===== src/design/assert_macros.svh =====
// Assertion macros shared by the divider RTL.
`ifndef ASSERT_MACROS_SVH
`define ASSERT_MACROS_SVH

// Check a boolean on every rising clock edge outside reset.
`define RSD_ASSERT(lbl, expr, msg) \
  lbl: assert property (@(posedge clk) disable iff (!rst_n) (expr)) \
    else $error(msg);

// Check that a condition implies a consequence in the same cycle.
`define RSD_ASSERT_IMPL(lbl, cond, cons, msg) \
  lbl: assert property (@(posedge clk) disable iff (!rst_n) (cond) |-> (cons)) \
    else $error(msg);

`endif


===== src/design/rsd_pkg.sv =====
// Types and constants of the rounding signed divider.
package rsd_pkg;

  localparam int DATA_WIDTH = 32;

  localparam logic [DATA_WIDTH-1:0] QMAX = {1'b0, {(DATA_WIDTH-1){1'b1}}};

  typedef struct packed {
    logic signed [DATA_WIDTH-1:0] dividend;
    logic signed [DATA_WIDTH-1:0] divisor;
  } in_t;

  typedef struct packed {
    logic signed [DATA_WIDTH-1:0] quotient;
    logic                         div_by_zero;
    logic                         overflow;
  } out_t;

  // One slot of the divide pipeline: partial remainder and a shift
  // register that loses dividend bits at the top and gains quotient bits
  // at the bottom.
  typedef struct packed {
    logic                  valid;
    logic [DATA_WIDTH-1:0] rem;
    logic [DATA_WIDTH-1:0] dvd;
    logic [DATA_WIDTH-1:0] ay;
    logic                  neg;
    logic                  dz;
  } stage_t;

endpackage


===== src/design/rsd_div_stage.sv =====
// One restoring divide step with its pipeline register.
module rsd_div_stage (
  input  logic           clk,
  input  logic           rst_n,
  input  logic           en,
  input  rsd_pkg::stage_t stg_i,
  output rsd_pkg::stage_t stg_o
);

  rsd_pkg::stage_t stg_r;
  rsd_pkg::stage_t stg_nxt;

  logic [rsd_pkg::DATA_WIDTH:0] trial;
  logic [rsd_pkg::DATA_WIDTH:0] diff;
  logic                         qbit;

  always_comb begin
    trial   = {stg_i.rem, stg_i.dvd[rsd_pkg::DATA_WIDTH-1]};
    diff    = trial - {1'b0, stg_i.ay};
    qbit    = (trial >= {1'b0, stg_i.ay});
    stg_nxt = stg_i;
    stg_nxt.rem = qbit ? diff[rsd_pkg::DATA_WIDTH-1:0] : trial[rsd_pkg::DATA_WIDTH-1:0];
    stg_nxt.dvd = {stg_i.dvd[rsd_pkg::DATA_WIDTH-2:0], qbit};
  end

  always_ff @(posedge clk) begin
    if (!rst_n) begin
      stg_r.valid <= 1'b0;
    end else if (en) begin
      stg_r.valid <= stg_nxt.valid;
    end
    // Payload needs no reset; hold it while stalled.
    if (en) begin
      stg_r.rem <= stg_nxt.rem;
      stg_r.dvd <= stg_nxt.dvd;
      stg_r.ay  <= stg_nxt.ay;
      stg_r.neg <= stg_nxt.neg;
      stg_r.dz  <= stg_nxt.dz;
    end
  end

  assign stg_o = stg_r;

endmodule

===== config.mk =====
export PLATFORM = sky130hd
export DESIGN_NAME = rsd_div_stage
export DESIGN_NICKNAME = d
export VERILOG_FILES = /design/src/design/assert_macros.svh /design/src/design/rsd_pkg.sv /design/src/design/rsd_div_stage.sv
export SDC_FILE = /design/constraint.sdc
export NUM_CORES = 1
export LEC_CHECK = 0
export BUFFER_PORTS_ARGS = -buffer_cell sky130_fd_sc_hd__clkbuf_2
export CAP_MARGIN = 25
export CORE_ASPECT_RATIO = 1.4
export CORE_MARGIN = 4
export CORE_UTILIZATION = 45
export DETAILED_ROUTE_END_ITERATION = 6
export PLACE_DENSITY = 0.87
export RECOVER_POWER = 50
export SLEW_MARGIN = 20
export SYNTH_ARGS = -nofsm -noshare
export SYNTH_HDL_FRONTEND = slang
export SYNTH_SLANG_ARGS = --single-unit

===== constraint.sdc =====
create_clock -name clk -period 3.2 [get_ports clk]
set_clock_uncertainty 0.1 [all_clocks]
set_input_delay 0.32 -clock clk [delete_from_list [all_inputs] [get_ports clk]]
set_output_delay 0.32 -clock clk [all_outputs]
set_load 0.05 [all_outputs]

; Word level (Yosys, flattened, before mapping)
; Index checks and enable logic that the tools add are counted.
[word_totals]
out_inout_bits = 99
reg_bits = 99
[classes]
magnitude_cmp = 1
mux = 1
add_sub_neg = 1
[ops]
columns = operator, count
row1 = >= comparator 33 x 32 -> 1 bit, 1
row2 = two-way mux 32 bit, 1
row3 = subtractor 32 bit, 1

; Longest topological paths before layout
; Gate-level depths: netlist of the first run.
[depth]
depth_word = 2
depth_mapped = 13

; Worst setup path after synthesis of the first run
; No wires, ideal clock.
[synth_timing]
kind = input-to-reg
start = in stg_i[9] (netlist bit)
end = reg stg_r (netlist bit stg_o[79]), data pin
arrival_ns = 2.833
setup_time_ns = 0.262
cell_stages = 12
required_ns = 2.838
slack_ns = 0.005
cell_sequence = inv_1 > ha_1 > buf_2 > nand4_1 > or4_1 > a21oi_1 > nor3_1 > a211oi_2 > o21ai_2 > o31ai_4 > buf_4 > mux2_1
[synth_rtl]
columns = item, line_no
row1 = from (decl), rsd_div_stage.sv:6  ; input rsd_pkg::stage_t stg_i,
row2 = to (decl), rsd_div_stage.sv:10  ; rsd_pkg::stage_t stg_r;

==> results.toml, run 1 <==
[final_layout]
final_cell_area_um2 = 6820
largest_register_ffs = 99
drive_gt1_share_pct = 35.0
finalNetCount = 808
antennaDiodeCount = 0
area_delta_synth_final_pct = 31.5
finalCoreUtilization_pct = 60.5

[timing]
tightest_slew_ps = 1450
worst_hold_slack_ps = 48.4
fin_crit_sh_pct = 93.5
fin_tns_setup_ps = 0
finalSetupViolations = 0
slew_headroom_pct = 3.53
fmax_mhz = 334
finalHoldViolCount = 0
slew_violations = 0
finalCriticalPeriod_ps = 2990

[synthesis]
netlist_area_um2 = 5190
avgSynthCellArea_um2 = 11.7
yosys_warnings = 0
synth_cells = 444
synthArstFlopShare_pct = 0
synth_edf_count = 98
synthDistinctLibCells = 48
ys_seq_area_share_pct = 57.1
synth_fp_nets = 579
synth_flop_cell = "edfxtp_1"
synth_seq_cells = 99

[global_route]
grt_first_pass_wirelength_um = 21700
grt_overflow = 0
grt_max_degree = 58
grt.total_usage_pct = 20.4
antenna_found_initial = 0
grt_pass1_vias = 4502

[critical_path]
path_max_fanout = 3
critical_path_class = "in -> reg"
start_kind = "input port"
worst_setup_path_end_kind = "flop"
arrival_ps = 2980
required_ps = 3190
reg2reg_slack_ps = 2500

[detailed_routing]
viasPerCell = 5.25
ant_nets = 0
post-route-drc-count = 0
avgRoutedWirePerCell_um = 16.6
firstDrtPassIters = 4
routed_wl_um = 13600
drt_iter0_drc = 169
vias = 4314

[clock_network]
cts_buffers = 9
tritoncts = "yes"
cts.sinks = 99
cts.path.max_buffers = 2
clock_latency_ps = 350
postCtsSetupBuffers = 0
clk_pin_slew_ps = 70
cts-root-buf = "clkbuf_16"
h-tree-depth = 3

[floorplanning]
die_h_um = 135
die_width_um = 98.7
coreArea_um2 = 11300
initial_core_util_pct = 46.0
io_pins = 201
fp-row-count = 46
dieArea_um2 = 13300

[placement]
gp_congestion = 0.920
dp_hpwl_um = 11000
placed_area_um2 = 6570
numPortBuffers = 200

[power_and_ir_drop]
ir_drop_mv = 0.258
leakage_nw = 3.09
power_per_cell_area_nw_per_um2 = 575
p_total_w = 0.00392

[min_path]
hold_path_class = "in -> reg"

[run_status]
run_status = "complete, no violations"

[job]
cap_violations = 0
-- area by class of cell --
class / instances / area (um2)
clock buffer: 9 / 225
tap: 144 / 180
multi-input combinational: 290 / 2000
sequential: 99 / 2960
clock inverter: 7 / 65.1
fill: 962 / 4460
timing repair buffer: 235 / 1240
inverter: 38 / 143
-- where the power goes --
group / switching (W) / leakage [nW] / internal (W)
clock: 0.000501 / 0.138 / 0.000541
combinational: 0.000872 / 1.98 / 0.000372
sequential: 0.0000401 / 0.968 / 0.00160
-- kinds of logic after synthesis --
kind of cell	after synthesis	share of synthesized area [%]
AOI/OAI and AO/OA	118	14.2
xor gates and xnor gates	27	4.56
adders and majority gates	33	8.11
buffers and inverters	55	4.41
DFF	99	57.1
muxes	13	2.75
and+or+nand+nor	99	8.85
-- cell usage in the layout, fill, tap and decap left out, types with 4 or more instances in the layout --
cell and count:
clkbuf_1 25, mux2_1 4, o211ai_1 4, nand4_1 7
buf_4 33, nand2_1 27, edfxtp_1 98, xor2_1 11
clkbuf_2 176, clkbuf_16 9, o21ai_0 16, mux2_2 6
nand2b_1 4, a21o_1 12, nor4_1 4, ha_1 32
nand3_1 8, inv_1 38, a21oi_1 54, nor2_1 36
a31oi_1 5, xnor2_1 16, o21a_1 6
-- critical path, cell delays in order --
cell and delay (ps):
clkbuf_2 90, inv_1 40, ha_1 200, fa_1 400, nand2b_1 180, a21oi_1 160
o21ai_0 170, o311a_1 350, a31oi_1 230, a21oi_1 150, o41ai_2 270, xor2_1 110
mux2_1 310
-- stage by stage --
step                      setup slack [ps]  instances
final                                  208        822
after global routing                 -14.0        822
after CTS                              161        822
after detailed placement              -174        806
after global placement                -102        806
after floorplan                       4.57        444
-- synth_stat cells, types with 2 or more instances --
cell type	count	area [um2]
a2bb2oi_1	2	17.5
nand2_1	27	101
a31oi_1	5	31.3
o41ai_1	2	17.5
o21bai_1	3	22.5
a211o_1	2	17.5
nor2_1	36	135
a21oi_1	54	270
edfxtp_1	98	2940
o211ai_1	4	30.0
nor4_1	4	25.0
nor3_1	2	10.0
inv_1	38	143
and4_1	2	17.5
clkbuf_1	5	18.8
buf_4	3	22.5
ha_1	32	400
a211oi_1	3	22.5
nand3_1	8	40.0
a21o_1	12	90.1
xor2_1	11	96.3
o21a_1	6	45.0
mux2_2	6	67.6
o21ai_0	16	80.1
nand4_1	7	43.8
o22ai_1	2	12.5
nand2b_1	4	25.0
xnor2_1	16	140
buf_2	8	40.0
nor2b_1	3	18.8
mux2i_1	3	30.0
mux2_1	4	45.0
-- final timing paths --
check	to	cells past startpoint	from
worst min register to register	stg_o[98]$_SDFFE_PN0P_	2	stg_o[98]$_SDFFE_PN0P_
worst max register to register	stg_o[98]$_SDFFE_PN0P_	2	stg_o[98]$_SDFFE_PN0P_
worst max-delay path	stg_o[96]$_DFFE_PP_	13	stg_i[65]
worst min-delay path	stg_o[47]$_DFFE_PP_	1	stg_i[46]
-- routing by layer --
metal  wire [um]  share of wire (%)  GRT usage (%)
met5           0                  0              0
met4         366                2.7           7.29
met3         812                6.0           4.65
met2        7290                 54           37.9
met1        5150                 38           22.6
-- timing repair --
action                     in CTS  in global routing
resized for setup               0                  1
hold buffers                    0                  0
setup endpoints to repair       0                  1
Power figures use the tool's default switching activity.
==> run 2, diff against run 1 <==
--- a/config.mk
+++ b/config.mk
@@ -13,6 +13,7 @@
 export DETAILED_ROUTE_END_ITERATION = 6
 export PLACE_DENSITY = 0.87
 export RECOVER_POWER = 50
+export SETUP_SLACK_MARGIN = 0.4
 export SLEW_MARGIN = 20
 export SYNTH_ARGS = -nofsm -noshare
 export SYNTH_HDL_FRONTEND = slang
==> constraint.sdc (replaced) <==
create_clock -name clk -period 3.2 [get_ports clk]
set_clock_uncertainty 0.1 [all_clocks]
set_input_delay 0.16 -clock clk [delete_from_list [all_inputs] [get_ports clk]]
set_output_delay 0.16 -clock clk [all_outputs]
set_load 0.05 [all_outputs]
==> run 2 against run 1 <==
Compared with the run above: global-route usage grew 1.8 points; maximum frequency grew 4.1%; sequential power is essentially flat; clock-buffer cell count is the same; sequential share of layout area shrank 5.1 points; non-clock buffer count grew 61; via count grew 6.5%; utilization grew 8.1 points; first-iteration DRC count grew 10%; wire length grew 13%; final cell count grew 7.4%; worst hold slack lost 19 ps.
==> results.toml, run 2 (synthesis gave the netlist of run 1 again) <==
[run_status]
run_status = "complete, no violations"

[critical_path]
arrival_ps = 2880
worst_setup_path_end_kind = "flop"
path_cells = "clkbuf_1, inv_8, ha_4, nand4_1, or4_4, a21oi_2, nor3_2, a211oi_2, o21ai_2, o31ai_4, buf_6, mux2_4"
slowest_stage = "or4_4"
critical_path_class = "in -> reg"
cpPeakStageDelay_ps = 560
start_kind = "input port"
required_ps = 3200
path_max_fanout = 9

[floorplanning]
dieArea_um2 = 13300
die_width_um = 98.7
fp-row-count = 46
initial_core_util_pct = 46.0
io_pins = 201
die_h_um = 135
coreArea_um2 = 11300

[clock_network]
cts.sinks = 99
clock_latency_ps = 340
cts_buffers = 9
clk_pin_slew_ps = 70
tritoncts = "yes"
cts-root-buf = "clkbuf_16"
h-tree-depth = 3
cts.path.max_buffers = 2

[power_and_ir_drop]
leakage_nw = 3.43
ir_drop_mv = 0.334
power_per_cell_area_nw_per_um2 = 539

[final_layout]
final_cell_area_um2 = 7730
drive_gt1_share_pct = 34.9
layout_commonest_cell = "clkbuf_2"
seq_area_um2 = 2960
n_fill_cell = 849
antennaDiodeCount = 0
finalCoreUtilization_pct = 68.6
multi_input_area_um2 = 2170
area_delta_synth_final_pct = 49.1
finalNetCount = 869
final_cell_mix = "clkbuf_2, edfxtp_1, dlygate4sd3_1, a21oi_1, nor2_1"
largest_register_ffs = 99

[timing]
slew_headroom_pct = 12.8
tightest_slew_ps = 1310
fin_tns_setup_ps = 0
rsz0062_at_grt = "true"
worst_hold_slack_ps = 29.3
worst_slack_ps = 326
slew_violations = 0
finalSetupViolations = 0
finalCriticalPeriod_ps = 2870
fmax_mhz = 348
fin_crit_sh_pct = 89.8
finalHoldViolCount = 0

[global_route]
grt.total_usage_pct = 22.2
grt_util_met3_pct = 5.01
grt_first_pass_wirelength_um = 23100
grt_busiest_layer = "met2"
antenna_found_initial = 0
grt_pass1_vias = 4674
grt_overflow = 0
grt_use_met2_pct = 43.0
grt_max_degree = 55
met1_usage_pct = 23.6

[placement]
dpl_worst_slack_ps = 42.4
dp_hpwl_um = 10800
gp_congestion = 0.880
placed_area_um2 = 6560
numPortBuffers = 200

[detailed_routing]
firstDrtPassIters = 4
vias = 4593
viasPerCell = 5.20
post-route-drc-count = 0
ant_nets = 0
routed_wl_um = 15400
avgRoutedWirePerCell_um = 17.4
drt_iter0_drc = 186

[min_path]
hold_path_class = "in -> reg"

[job]
cap_violations = 0
run 2: changes by cell type in the layout (fill, tap and decap cells not counted), moves of 6 or more:
| cell | previous run | this run |
|---|---|---|
| buf_6 | 0 | 7 |
| dlygate4sd3_1 | 0 | 67 |
| inv_1 | 38 | 30 |
| buf_4 | 33 | 26 |
| ha_1 | 32 | 24 |
| ha_4 | 0 | 8 |
| clkbuf_2 | 176 | 167 |
| mux2_2 | 6 | 0 |
| mux2_4 | 0 | 10 |
run 2: worst max-delay path: cells and delay by family:
family                     cells  cell delay (ps)
AOI/OAI and AO/OA              4              880
adders and majority gates      1              300
buffers and inverters          3              470
muxes                          1              310
and+or+nand+nor                3              760
run 2: metrics by stage:
| stage | std cells | power, W |
|---|---|---|
| after global routing | 883 | 0.00435 |
| final | 883 | 0.00417 |
| after global placement | 787 | 0.00290 |
| after floorplan | 444 | 0.00257 |
| after CTS | 870 | 0.00413 |
| after detailed placement | 787 | 0.00291 |
run 2: path summary, 6_finish.rpt:
check,start,end,slack [ps],depth (start not counted)
worst max-delay path,stg_i[9],stg_o[96]$_DFFE_PP_,330,12
worst max register to register,stg_o[98]$_SDFFE_PN0P_,stg_o[98]$_SDFFE_PN0P_,1950,3
worst min register to register,stg_o[98]$_SDFFE_PN0P_,stg_o[98]$_SDFFE_PN0P_,990,3
worst min-delay path,stg_i[72],stg_o[73]$_DFFE_PP_,30,2
run 2: cell type report:
type | count | area share (%)
sequential | 99 | 38.3
multi-input combinational | 290 | 28.0
timing repair buffer | 296 | 25.1
clock buffer | 9 | 2.91
tap | 144 | 2.33
inverter | 38 | 2.04
clock inverter | 7 | 1.25
run 2: timing repair:
item,4_1_cts,5_1_grt
hold endpoints to repair,66,0
endpoints found under the setup margin,0,26
gates resized for setup,0,54
buffers inserted,0,12
hold buffers,67,0
run 2: power by group:
part / switching [W] / internal, W
logic: 0.000908 / 0.000464
clock network: 0.000528 / 0.000631
registers: 0.0000409 / 0.00159
run 2: layer usage:
metal | vias to the layer above | wire [um]
met5 | - | 0
met4 | 0 | 454
met3 | 38 | 1030
met2 | 173 | 8510
met1 | 2163 | 5400
li1 | 2219 | -
==> run 3, diff against run 2 <==
--- a/config.mk
+++ b/config.mk
@@ -11,7 +11,7 @@
 export CORE_MARGIN = 4
 export CORE_UTILIZATION = 45
 export DETAILED_ROUTE_END_ITERATION = 6
-export PLACE_DENSITY = 0.87
+export PLACE_DENSITY = 0.84
 export RECOVER_POWER = 50
 export SETUP_SLACK_MARGIN = 0.4
 export SLEW_MARGIN = 20
==> constraint.sdc (replaced) <==
create_clock -name clk -period 3.6 [get_ports clk]
set_clock_uncertainty 0.1 [all_clocks]
set_input_delay 0.18 -clock clk [delete_from_list [all_inputs] [get_ports clk]]
set_output_delay 0.18 -clock clk [all_outputs]
set_load 0.05 [all_outputs]
==> run 3 against run 2 <==
Compared with the run above: the run now ends with max-capacitance violations, max-slew violations left; utilization fell by 4.1 points; critical path depth rose by 1; sequential share of layout area rose by 2.4 points; combinational power fell by 18%; non-clock buffer count fell by 20; setup slack improved by 210 ps; register-to-register slack improved by 390 ps; via count fell by 2.2%; final area fell by 6.0%; critical endpoint unchanged.
==> results.toml, run 3 (synthesis gave the netlist of run 1 again) <==
[run_status]
run_status = "finished with violations"
violations = "max-capacitance violations, max-slew violations"

[min_path]
hold_start = "stg_i[88]"
min_path_cells = 2
hold_path_class = "in -> reg"

[timing]
fmax_mhz = 327
finalCriticalPeriod_ps = 3060
finalSetupViolations = 0
fin_crit_sh_pct = 85.0
finalHoldViolCount = 0
worst_slack_ps = 540
rsz0062_at_grt = "false"
tightest_slew_ps = 1750
fin_tns_setup_ps = 0
slew_headroom_pct = -16.5
slew_violations = 68

[floorplanning]
coreArea_um2 = 11300
fp-row-count = 46
dieArea_um2 = 13300
die_width_um = 98.7
initial_core_util_pct = 46.0
io_pins = 201
die_h_um = 135

[placement]
numPortBuffers = 200
dp_hpwl_um = 10900
placed_area_um2 = 6360
dpl_worst_slack_ps = 145
dp_cells = 780
gp_congestion = 0.891

[final_layout]
final_cell_area_um2 = 7270
fin_cells = 863
largest_register_ffs = 99
finalNetCount = 849
antennaDiodeCount = 0
area_delta_synth_final_pct = 40.2
layout_commonest_cell = "clkbuf_2"
drive_gt1_share_pct = 25.6
finalCoreUtilization_pct = 64.5
final_cell_mix = "clkbuf_2, edfxtp_1, dlygate4sd3_1, a21oi_1, clkbuf_1"

[detailed_routing]
vias = 4492
drt_iter0_drc = 216
firstDrtPassIters = 4
viasPerCell = 5.21
post-route-drc-count = 0
avgRoutedWirePerCell_um = 17.3
ant_nets = 0
routed_wl_um = 14900

[clock_network]
h-tree-depth = 3
clock_latency_ps = 350
cts-root-buf = "clkbuf_16"
clk_pin_slew_ps = 70
postCtsSetupBuffers = 0
cts.sinks = 99
tritoncts = "yes"
cts_buffers = 9
cts.path.max_buffers = 2

[critical_path]
critical_path_class = "in -> reg"
reg2reg_depth = 3
start_kind = "input port"
worst_setup_path_end_kind = "flop"
r2r-end = "stg_o[98]$_SDFFE_PN0P_"
reg2reg_slack_ps = 2340
crit_end = "stg_o[96]$_DFFE_PP_"
arrival_ps = 3060
required_ps = 3600
crit-reg2reg-launch = "stg_o[98]$_SDFFE_PN0P_"
path_max_fanout = 6
crit_start = "stg_i[25]"

[global_route]
grt_pass1_vias = 4777
grt.total_usage_pct = 22.5
grt_first_pass_wirelength_um = 23700
grt_overflow = 0
antenna_found_initial = 0
grt_max_degree = 68

[power_and_ir_drop]
ir_drop_mv = 0.230
power_per_cell_area_nw_per_um2 = 483
leakage_nw = 3.17

[job]
cap_violations = 1
-- run 3: critical path, cell delays in order --
cell	delay (ps)
dlygate4sd3_1	520
clkbuf_1	110
inv_1	60
ha_1	380
a21o_1	220
a21oi_1	140
nor2b_1	70
nor4_1	250
nor4_1	120
a211oi_1	390
o41ai_2	150
xor2_1	170
mux2_1	300
-- run 3: worst min-delay path by stage --
stage | slack (ps) | to
2_1_floorplan | 180 | stg_o[0]$_DFFE_PP_
3_3_place_gp | 260 | stg_o[1]$_DFFE_PP_
3_5_place_dp | 260 | stg_o[62]$_DFFE_PP_
4_1_cts | 40 | stg_o[79]$_DFFE_PP_
5_1_grt | 40 | stg_o[79]$_DFFE_PP_
6_report | 40 | stg_o[89]$_DFFE_PP_
-- run 3: layout make-up --
cell class / instances / area [um2]
Clock inverter: 7 / 65.1
Fill cell: 915 / 4010
Tap cell: 144 / 180
Inverter: 38 / 143
Clock buffer: 9 / 225
Timing Repair Buffer: 276 / 1690
Sequential cell: 99 / 2960
Multi-Input combinational cell: 290 / 2010
-- run 3: metal layers --
metal	track usage (%)	part of all wire, %	up-vias
met1	24.5	38	2096
met2	42.9	53	191
met3	4.34	6.1	35
met4	8.12	2.6	0
met5	0	0	-
li1	-	-	2170
-- run 3: through the flow --
step | hold WS (ps) | total power (W)
floorplan | 179 | 0.00225
global route | 42.9 | 0.00367
global placement | 257 | 0.00254
finish | 41.5 | 0.00352
CTS | 40.5 | 0.00354
detailed placement | 259 | 0.00255
-- run 3: power by group --
part	switching, W	leakage, nW	internal, W
sequential	0.0000372	0.968	0.00142
clock	0.000448	0.138	0.000481
combinational	0.000790	2.06	0.000342
total	0.00128	3.17	0.00224
-- run 3: what timing repair did --
action / 4_1_cts / 5_1_grt
setup endpoints to repair: 0 / 3
hold buffers: 67 / 0
gates resized for setup: 0 / 4
endpoints found under the hold margin: 66 / 0
